## config.mk

```make
export PLATFORM = sky130hd
export DESIGN_NAME = extent_runlist_decoder
export DESIGN_NICKNAME = d
export VERILOG_FILES = /design/src/rtl/erd_pkg.sv /design/src/rtl/extent_runlist_decoder.sv
export VERILOG_INCLUDE_DIRS = /design/src /design/src/rtl
export SDC_FILE = /design/constraint.sdc
export NUM_CORES = 2
export LEC_CHECK = 0
export BUFFER_PORTS_ARGS = -buffer_cell sky130_fd_sc_hd__buf_2
export CORE_UTILIZATION = 35
export DETAILED_ROUTE_END_ITERATION = 12
export GPL_ROUTABILITY_DRIVEN = 1
export HOLD_SLACK_MARGIN = 0.15
export SLEW_MARGIN = 20
export SYNTH_ARGS = -nofsm -noshare
export SYNTH_HDL_FRONTEND = slang
export SYNTH_SLANG_ARGS = --single-unit
```

## constraint.sdc

```tcl
create_clock -name aclk -period 27.3 [get_ports aclk]
set_input_delay 1.365 -clock aclk [delete_from_list [all_inputs] [get_ports aclk]]
set_output_delay 1.365 -clock aclk [all_outputs]
set_load 0.02 [all_outputs]
```

## src/rtl/extent_runlist_decoder_assert.svh

```systemverilog
// Assertion macros shared by the run list decoder RTL.
`ifndef EXTENT_RUNLIST_DECODER_ASSERT_SVH
`define EXTENT_RUNLIST_DECODER_ASSERT_SVH

// Same-cycle implication, checked outside reset.
`define ERD_ASSERT_IMP(lbl, ante, cons, msg) \
    lbl: assert property (@(posedge aclk) disable iff (!aresetn) (ante) |-> (cons)) \
        else $error(msg);

// Next-cycle implication, checked outside reset.
`define ERD_ASSERT_NEXT(lbl, ante, cons, msg) \
    lbl: assert property (@(posedge aclk) disable iff (!aresetn) (ante) |=> (cons)) \
        else $error(msg);

`endif

```

## src/rtl/erd_pkg.sv

```systemverilog
package erd_pkg;

    localparam int CFG_INDEX_W = 1;
    localparam int CFG_DATA_W  = 48;

    localparam logic [CFG_INDEX_W-1:0] CFG_CLUSTER_SHIFT = 1'b0;
    localparam logic [CFG_INDEX_W-1:0] CFG_FILE_SIZE     = 1'b1;

    localparam logic [4:0]  CLUSTER_SHIFT_RESET = 5'd12;
    localparam logic [3:0]  MAX_FIELD_BYTES     = 4'd8;

    typedef enum logic [1:0] {
        PH_HEADER = 2'd0,
        PH_LENGTH = 2'd1,
        PH_OFFSET = 2'd2,
        PH_DONE   = 2'd3
    } phase_t;

    typedef enum logic [2:0] {
        ST_RUN       = 3'd0,
        ST_END       = 3'd1,
        ST_BUF_END   = 3'd2,
        ST_SIZE      = 3'd3,
        ST_MALFORMED = 3'd4
    } status_t;

    typedef struct packed {
        logic [7:0] list_byte;
        logic       start_of_list;
        logic       last_in_buffer;
    } in_item_t;

    typedef struct packed {
        logic [47:0] start_cluster;
        logic [47:0] run_clusters;
        logic        is_sparse;
        status_t     status;
        logic        list_done;
    } out_item_t;

    // Sign-extend a little-endian field of size bytes (1..7) to 64 bits.
    function automatic logic [63:0] erd_sext(input logic [63:0] value, input logic [3:0] size);
        logic [63:0] result;
        logic        sign;
        result = value;
        sign   = 1'b0;
        for (int k = 1; k < 8; k++) begin
            if (size == 4'(k)) begin
                sign = value[8*k-1];
            end
        end
        for (int k = 0; k < 8; k++) begin
            if (sign && (4'(k) >= size)) begin
                result[8*k +: 8] = 8'hFF;
            end
        end
        return result;
    endfunction

endpackage

```

## src/rtl/extent_runlist_decoder.sv

```systemverilog
// Extent run list decoder.
// Input channel (s_valid/s_ready/s_data): one run list byte per request, with
// start_of_list marking the first byte of a list and last_in_buffer the final
// byte of the buffer. Result channel (m_valid/m_ready/m_data): one request per
// decoded run or list end, carrying start cluster, length, sparse mark, status
// and list_done on the final result of a list.
// Configuration: cfg_we writes cfg_wdata into register cfg_index (0 cluster
// shift, 1 file size in bytes) in the same cycle; write only while idle.
// Throughput: one byte per cycle while the result channel is not stalled. A
// byte accepted into the input register has its result loaded into the result
// register (input register, then result register). All parsing for a byte is
// done between these two registers in one pass.
// Stall: while a result waits with m_ready low, the whole pipe holds and
// s_ready drops; nothing is lost or repeated.
// Reset (aresetn low, synchronous): parser returns to header phase, running
// cluster and byte position clear, cluster shift returns to 12, file size 0.
// After a list ends, bytes are dropped silently until start_of_list.
`include "extent_runlist_decoder_assert.svh"

module extent_runlist_decoder #(
    parameter int CLUSTER_BITS = 48
) (
    input  logic                                aclk,
    input  logic                                aresetn,

    input  logic                                s_valid,
    output logic                                s_ready,
    input  erd_pkg::in_item_t                   s_data,

    output logic                                m_valid,
    input  logic                                m_ready,
    output erd_pkg::out_item_t                  m_data,

    input  logic                                cfg_we,
    input  logic [erd_pkg::CFG_INDEX_W-1:0]     cfg_index,
    input  logic [erd_pkg::CFG_DATA_W-1:0]      cfg_wdata
);

    // Cluster numbers and lengths must stay below this bound.
    localparam logic [63:0] LIMIT = 64'(1) << CLUSTER_BITS;

    // Configuration registers.
    logic [4:0]             cluster_shift_reg;
    logic [47:0]            file_size_reg;

    // Pipe control: input register and result register.
    logic                   in_valid_reg;
    erd_pkg::in_item_t      in_reg;
    logic                   m_valid_reg;
    erd_pkg::out_item_t     m_data_reg;
    logic                   advance;
    logic                   proc;

    // Parser state.
    erd_pkg::phase_t        phase_reg, phase_next;
    logic [3:0]             ls_reg, ls_next;
    logic [3:0]             os_reg, os_next;
    logic [3:0]             idx_reg, idx_next;
    logic [63:0]            lacc_reg, lacc_next;
    logic [63:0]            oacc_reg, oacc_next;
    logic [CLUSTER_BITS-1:0] running_reg, running_next;
    logic [63:0]            pos_reg, pos_next;

    // State as seen by this byte once start_of_list has cleared it.
    erd_pkg::phase_t        eff_phase;
    logic [3:0]             eff_ls, eff_os, eff_idx;
    logic [63:0]            eff_lacc, eff_oacc, eff_pos;
    logic [CLUSTER_BITS-1:0] eff_running;

    logic [7:0]             cur_byte;
    logic                   cur_last;
    logic [3:0]             idx_inc;
    logic [63:0]            lacc_upd, oacc_upd;

    // Per-byte decisions.
    logic                   hdr_stop;
    erd_pkg::status_t       stop_status;
    logic                   field_done;
    logic                   do_finish;
    logic [63:0]            fin_len, fin_off;
    logic [3:0]             fin_os;

    // Run finish datapath.
    logic                   fin_sparse;
    logic [63:0]            fin_soff;
    logic [63:0]            fin_sum;
    logic                   fin_bad;
    logic [127:0]           fin_shifted;
    logic [63:0]            fin_add;
    logic [64:0]            fin_pos_sum;
    logic [63:0]            fin_pos;

    erd_pkg::out_item_t     out_next;
    logic                   out_valid_next;

    // The whole pipe advances unless a result is stuck at the output.
    assign advance = !m_valid_reg || m_ready;
    assign s_ready = advance;
    assign proc    = advance && in_valid_reg;
    assign m_valid = m_valid_reg;
    assign m_data  = m_data_reg;

    // Configuration writes.
    always_ff @(posedge aclk) begin
        if (!aresetn) begin
            cluster_shift_reg <= erd_pkg::CLUSTER_SHIFT_RESET;
            file_size_reg     <= '0;
        end else if (cfg_we) begin
            unique case (cfg_index)
                erd_pkg::CFG_CLUSTER_SHIFT: cluster_shift_reg <= cfg_wdata[4:0];
                erd_pkg::CFG_FILE_SIZE:     file_size_reg     <= cfg_wdata[47:0];
                default: ;
            endcase
        end
    end

    // Input register: capture the request, or go empty when nothing arrives.
    always_ff @(posedge aclk) begin
        if (!aresetn) begin
            in_valid_reg <= 1'b0;
        end else if (advance) begin
            in_valid_reg <= s_valid;
        end
    end

    always_ff @(posedge aclk) begin
        if (advance) begin
            in_reg <= s_data;
        end
    end

    // start_of_list clears running cluster, position and parser first.
    always_comb begin
        cur_byte = in_reg.list_byte;
        cur_last = in_reg.last_in_buffer;
        if (in_reg.start_of_list) begin
            eff_phase   = erd_pkg::PH_HEADER;
            eff_ls      = '0;
            eff_os      = '0;
            eff_idx     = '0;
            eff_lacc    = '0;
            eff_oacc    = '0;
            eff_running = '0;
            eff_pos     = '0;
        end else begin
            eff_phase   = phase_reg;
            eff_ls      = ls_reg;
            eff_os      = os_reg;
            eff_idx     = idx_reg;
            eff_lacc    = lacc_reg;
            eff_oacc    = oacc_reg;
            eff_running = running_reg;
            eff_pos     = pos_reg;
        end
    end

    // Fold this byte into whichever field is being read, little-endian.
    assign idx_inc  = eff_idx + 4'd1;
    assign lacc_upd = eff_lacc | (64'(cur_byte) << {eff_idx[2:0], 3'b000});
    assign oacc_upd = eff_oacc | (64'(cur_byte) << {eff_idx[2:0], 3'b000});

    // Decide what this byte does: stop the list, finish a run, or just advance.
    always_comb begin
        hdr_stop    = 1'b0;
        stop_status = erd_pkg::ST_END;
        field_done  = 1'b0;
        do_finish   = 1'b0;
        fin_len     = eff_lacc;
        fin_off     = eff_oacc;
        fin_os      = eff_os;
        unique case (eff_phase)
            erd_pkg::PH_HEADER: begin
                if (cur_byte == 8'd0) begin
                    hdr_stop    = 1'b1;
                    stop_status = erd_pkg::ST_END;
                end else if (eff_pos >= 64'(file_size_reg)) begin
                    hdr_stop    = 1'b1;
                    stop_status = erd_pkg::ST_SIZE;
                end else if (cur_byte[3:0] == 4'd0) begin
                    hdr_stop    = 1'b1;
                    stop_status = erd_pkg::ST_END;
                end else if (cur_byte[3:0] > erd_pkg::MAX_FIELD_BYTES ||
                             cur_byte[7:4] > erd_pkg::MAX_FIELD_BYTES) begin
                    hdr_stop    = 1'b1;
                    stop_status = erd_pkg::ST_MALFORMED;
                end else begin
                    // A header on the last byte yields an empty, cut run.
                    do_finish = cur_last;
                    fin_len   = '0;
                    fin_off   = '0;
                    fin_os    = cur_byte[7:4];
                end
            end
            erd_pkg::PH_LENGTH: begin
                field_done = (idx_inc >= eff_ls);
                do_finish  = (field_done && eff_os == 4'd0) || cur_last;
                fin_len    = lacc_upd;
            end
            erd_pkg::PH_OFFSET: begin
                field_done = (idx_inc >= eff_os);
                do_finish  = field_done || cur_last;
                fin_off    = oacc_upd;
            end
            erd_pkg::PH_DONE: begin
                // Drop bytes until the next list starts.
            end
            default: ;
        endcase
    end

    // Finish a run: new start cluster, range checks and position advance.
    assign fin_sparse  = (fin_os == 4'd0);
    assign fin_soff    = erd_pkg::erd_sext(fin_off, fin_os);
    assign fin_sum     = 64'(eff_running) + fin_soff;
    assign fin_bad     = (fin_len >= LIMIT) ||
                         (!fin_sparse && (fin_sum[63] || fin_sum >= LIMIT));
    assign fin_shifted = {64'd0, fin_len} << cluster_shift_reg;
    assign fin_add     = (|fin_shifted[127:64]) ? '1 : fin_shifted[63:0];
    assign fin_pos_sum = {1'b0, eff_pos} + {1'b0, fin_add};
    assign fin_pos     = fin_pos_sum[64] ? '1 : fin_pos_sum[63:0];

    // Next parse phase.
    always_comb begin
        phase_next = eff_phase;
        if (hdr_stop) begin
            phase_next = erd_pkg::PH_DONE;
        end else if (do_finish) begin
            phase_next = (fin_bad || cur_last) ? erd_pkg::PH_DONE : erd_pkg::PH_HEADER;
        end else begin
            unique case (eff_phase)
                erd_pkg::PH_HEADER: phase_next = erd_pkg::PH_LENGTH;
                erd_pkg::PH_LENGTH: begin
                    phase_next = field_done ? erd_pkg::PH_OFFSET : erd_pkg::PH_LENGTH;
                end
                erd_pkg::PH_OFFSET: phase_next = erd_pkg::PH_OFFSET;
                erd_pkg::PH_DONE:   phase_next = erd_pkg::PH_DONE;
                default:            phase_next = erd_pkg::PH_DONE;
            endcase
        end
    end

    // Next datapath state and the result for this byte.
    always_comb begin
        ls_next      = eff_ls;
        os_next      = eff_os;
        idx_next     = eff_idx;
        lacc_next    = eff_lacc;
        oacc_next    = eff_oacc;
        running_next = eff_running;
        pos_next     = eff_pos;

        out_next               = '0;
        out_next.status        = stop_status;
        out_next.list_done     = 1'b1;
        out_valid_next         = hdr_stop || do_finish;

        unique case (eff_phase)
            erd_pkg::PH_HEADER: begin
                if (!hdr_stop) begin
                    ls_next   = cur_byte[3:0];
                    os_next   = cur_byte[7:4];
                    idx_next  = '0;
                    lacc_next = '0;
                    oacc_next = '0;
                end
            end
            erd_pkg::PH_LENGTH: begin
                lacc_next = lacc_upd;
                idx_next  = field_done ? 4'd0 : idx_inc;
            end
            erd_pkg::PH_OFFSET: begin
                oacc_next = oacc_upd;
                idx_next  = idx_inc;
            end
            erd_pkg::PH_DONE: ;
            default: ;
        endcase

        if (do_finish) begin
            if (fin_bad) begin
                out_next.status = erd_pkg::ST_MALFORMED;
            end else begin
                out_next.start_cluster = fin_sparse ? 48'd0 : fin_sum[47:0];
                out_next.run_clusters  = fin_len[47:0];
                out_next.is_sparse     = fin_sparse;
                out_next.status        = cur_last ? erd_pkg::ST_BUF_END : erd_pkg::ST_RUN;
                out_next.list_done     = cur_last;
                if (!fin_sparse) begin
                    running_next = fin_sum[CLUSTER_BITS-1:0];
                end
                pos_next  = fin_pos;
                idx_next  = '0;
                lacc_next = '0;
                oacc_next = '0;
            end
        end
    end

    // Parser state: advance only when a byte is processed.
    always_ff @(posedge aclk) begin
        if (!aresetn) begin
            phase_reg   <= erd_pkg::PH_HEADER;
            ls_reg      <= '0;
            os_reg      <= '0;
            idx_reg     <= '0;
            lacc_reg    <= '0;
            oacc_reg    <= '0;
            running_reg <= '0;
            pos_reg     <= '0;
        end else if (proc) begin
            phase_reg   <= phase_next;
            ls_reg      <= ls_next;
            os_reg      <= os_next;
            idx_reg     <= idx_next;
            lacc_reg    <= lacc_next;
            oacc_reg    <= oacc_next;
            running_reg <= running_next;
            pos_reg     <= pos_next;
        end
    end

    // Result register: load a new result or go empty once the old one is taken.
    always_ff @(posedge aclk) begin
        if (!aresetn) begin
            m_valid_reg <= 1'b0;
        end else if (advance) begin
            m_valid_reg <= in_valid_reg && out_valid_next;
        end
    end

    always_ff @(posedge aclk) begin
        if (proc) begin
            m_data_reg <= out_next;
        end
    end

    `ERD_ASSERT_NEXT(a_done_drops_bytes,
        proc && !in_reg.start_of_list && phase_reg == erd_pkg::PH_DONE,
        !m_valid_reg,
        "byte after end of list produced a result")

    `ERD_ASSERT_NEXT(a_final_result_ends_list,
        proc && out_valid_next && out_next.list_done,
        phase_reg == erd_pkg::PH_DONE,
        "parser not parked after final result")

    `ERD_ASSERT_IMP(a_field_index_in_range,
        (phase_reg == erd_pkg::PH_LENGTH && idx_reg >= ls_reg) ||
        (phase_reg == erd_pkg::PH_OFFSET && idx_reg >= os_reg),
        1'b0,
        "field byte index past field size")

    `ERD_ASSERT_IMP(a_non_run_fields_zero,
        m_valid_reg && m_data_reg.status != erd_pkg::ST_RUN &&
        m_data_reg.status != erd_pkg::ST_BUF_END,
        m_data_reg.start_cluster == 48'd0 && m_data_reg.run_clusters == 48'd0 &&
        !m_data_reg.is_sparse && m_data_reg.list_done,
        "list end result carries run fields")

endmodule

```

==> results.md <==
- Status: completed
- Post-synth top cells: nand2_1 (425), nor2_1 (412), dfxtp_1 (309)
- CTS tree: built
- Total power: slightly below 2 mW
- Clock root cell: clkbuf_16
- Cell Area, Synth: between 0.02 and 0.03 sq mm
- Std cell rows: ~100
- Residual DRC count: 0
- PwrDens: 61.2 mW/mm^2
- Max stage delay on crit path: 0.63 ns
- ANT nets after route: 0
- Syn_area_per_cell: approximately 8.2 sq um
- Crit path max fanout: 132
- Starting Density: 35.4%
- Peak VDD IR: 0.0537 mV
- # IOs: 167
- Vias in the first global route: approximately 24000
- Final Cycle Share: 45.7%
- Worst Path Required: 27.83 ns
- Setup-failing EPs final: 0
- Core area: ~0.081 sq mm
- Critical Path Sink Type: flop
- Yosys top cell by area: dfxtp_1
- TritonCTS buffer count: 52
- H-tree depth: 2
- Grt ovf: 0
- Lkg Pwr: 12.9 nW
- Pins over their slew limit: 0
- Cells after synthesis: 3490
- Unrepaired setup endpoints after global routing: no
- DR vias: between 20000 and 30000
- CP startpoint kind: flop
- CTS Buffer Depth: 3
- Fmax: 0.0801 GHz
- Worst-Margin Slew: 1.13 ns
- Initial drt markers: 2524
- Clock latency at the later pin of the worst-skew pair: 0.65 ns
- CP max-delay cell: a21oi_1
- Post-CTS setup buffer count: 0
- Nets: approximately 3800
- Crit path kind: reg -> reg
- Clock skew: 0.0543 ns
- Yosys warns: 0
- Filler cell count: between 8000 and 9000
- Pin count of the biggest net entering global routing: approximately 130
- Storage element area: 0.00952 sq mm
- DR vias/cell: 5.68
- Drt first pass iters: 8
- Post-synth cell types: 95
- Vert. Die Dim: 288 um
- Drt wl/cell: a little over 20 um
- Worst hold path type: reg -> reg
- Endpoints failing hold: 0
- Fin crit period: 12.49 ns
- Critical Path AT: 13.02 ns
- Clk pin slew, worst setup/hold paths: 0.06 ns
- Chip width: 288 um
- Top-area cell type share of the netlist area: between 20% and 30%
- Layout cells sized above 1: 11.5%
- Post-synthesis sequential area ratio: 33.2%
- Global Route Usage Sum: 22.0%
- Most common cell in the netlist: nand2_1
- Synth Flop Type: dfxtp_1
- Die area: 0.0830 sq mm
- Max FFs per register: 101
- Mapped Nets: 3729
- Maxcap violations: 0
- Hold buffers post-CTS: 0
- CTS sink count: 420
- Number of flops mapped to enable cells by yosys: 111
- HPWL after DPL: 67200 um
- Initial antenna violation count: 2
- GP Congestion: 0.949
- Diode count: 0
- CP dominant cell by count: o21ai_0
- PortBufs: 166
- Async SR Flop Fraction: 0%
- Top area cells in the synthesized netlist: dfxtp_1 (22%), edfxtp_1 (12%), ha_1 (7.6%), nand2_1 (5.6%), nor2_1 (5.4%)
- Area growth syn-to-layout: 12.3%
- Final setup TNS: 0 ns
- Routed wire length: 94200 um
- First-pass GRT wire length: 143000 um
- Relative slew slack: 24.7%
- Synthesized flop and latch total: 420
- Area of the multi-input gates: 0.0178 sq mm
- Post_cts resized: 0
## routing by layer
layer / track usage [%] / wire (um) / up-vias
met5: 0 / 19 / -
met3: 3.80 / 6520 / 140
met2: 33.6 / 41000 / 913
met4: 6.36 / 2600 / 4
met1: 31.4 / 44100 / 12500
li1: - / - / 12800
## cells by family after synthesis
family          count (synthesis)  share of synthesized area, %
buf+inv                       349                          4.78
xor+xnor                      102                          3.12
flops                         420                          33.2
mux                           158                          6.31
simple gates                 1222                          19.3
fa+ha+maj                     176                          7.73
compound gates               1063                          25.5
## cell type report
cell class	instances	share of cell area, %
Multi-Input combinational cell	2721	55.4
Sequential cell	420	29.6
Clock buffer	64	4.38
Tap cell	1060	4.12
Timing Repair Buffer	213	3.72
Inverter	119	1.41
Clock inverter	33	1.30
## report_power, final
part	total [mW]	switching, mW	internal, mW
logic	0.557	0.377	0.180
clock network	0.729	0.300	0.429
registers	0.682	0.0141	0.668
## worst max-delay path: cells and delay by family, from the launching register on
family | cells | cell delay, ns
buffers and inverters | 6 | 2.26
DFF | 1 | 0.37
muxes | 2 | 0.78
and+or+nand+nor | 10 | 1.84
adders and majority gates | 3 | 1.06
AOI/OAI and AO/OA | 20 | 5.77
## stage by stage
step | cell area, sq um | utilization (%) | hold WS [ns] | cells | setup WS (ns)
2_1_floorplan | 28600 | - | 0.417 | 3490 | 17.29
3_3_place_gp | 30300 | 37.5 | 0.430 | 4533 | 15.36
3_5_place_dp | 30300 | 37.5 | 0.433 | 4533 | 15.22
4_1_cts | 32200 | 39.8 | 0.444 | 4630 | 15.09
5_1_grt | 32200 | 39.8 | 0.467 | 4630 | 14.14
6_report | 32200 | 39.8 | 0.444 | 4630 | 14.81
## cells in the final DEF (no fill, tap or decap), drive strengths merged, types with 16 or more instances in the layout
| cell type | Yosys | routed |
|---|---|---|
| a31oi | 28 | 28 |
| o21bai | 22 | 22 |
| a22o | 30 | 30 |
| ha | 173 | 173 |
| and3 | 24 | 24 |
| nor4 | 16 | 16 |
| o22ai | 48 | 48 |
| o2bb2ai | 52 | 52 |
| a221o | 37 | 37 |
| mux2i | 102 | 102 |
| inv | 116 | 119 |
| nand3 | 37 | 37 |
| o21a | 19 | 19 |
| nor2 | 412 | 412 |
| nor2b | 131 | 131 |
| o21ai | 185 | 185 |
| mux2 | 44 | 44 |
| and2 | 17 | 17 |
| buf | 59 | 213 |
| clkinv | 3 | 18 |
| dfxtp | 309 | 309 |
| nor3 | 47 | 47 |
| xor2 | 31 | 31 |
| nand2b | 38 | 38 |
| a22oi | 85 | 85 |
| clkbuf | 171 | 64 |
| xnor2 | 71 | 71 |
| edfxtp | 111 | 111 |
| o31ai | 17 | 17 |
| nand4 | 22 | 22 |
| a211oi | 82 | 82 |
| a21o | 73 | 73 |
| nand2 | 425 | 425 |
| a21oi | 247 | 247 |
## worst paths after layout
kind	start	end	slack, ns	cells past startpoint
min reg2reg	pos_reg[37]	pos_reg[37]	0.44	2
max	in_reg[1]	pos_reg[63]	14.81	41
min	pos_reg[37]	pos_reg[37]	0.44	2
max reg2reg	in_reg[1]	pos_reg[63]	14.81	41
Note: power is estimated with default switching activity, not from simulation.
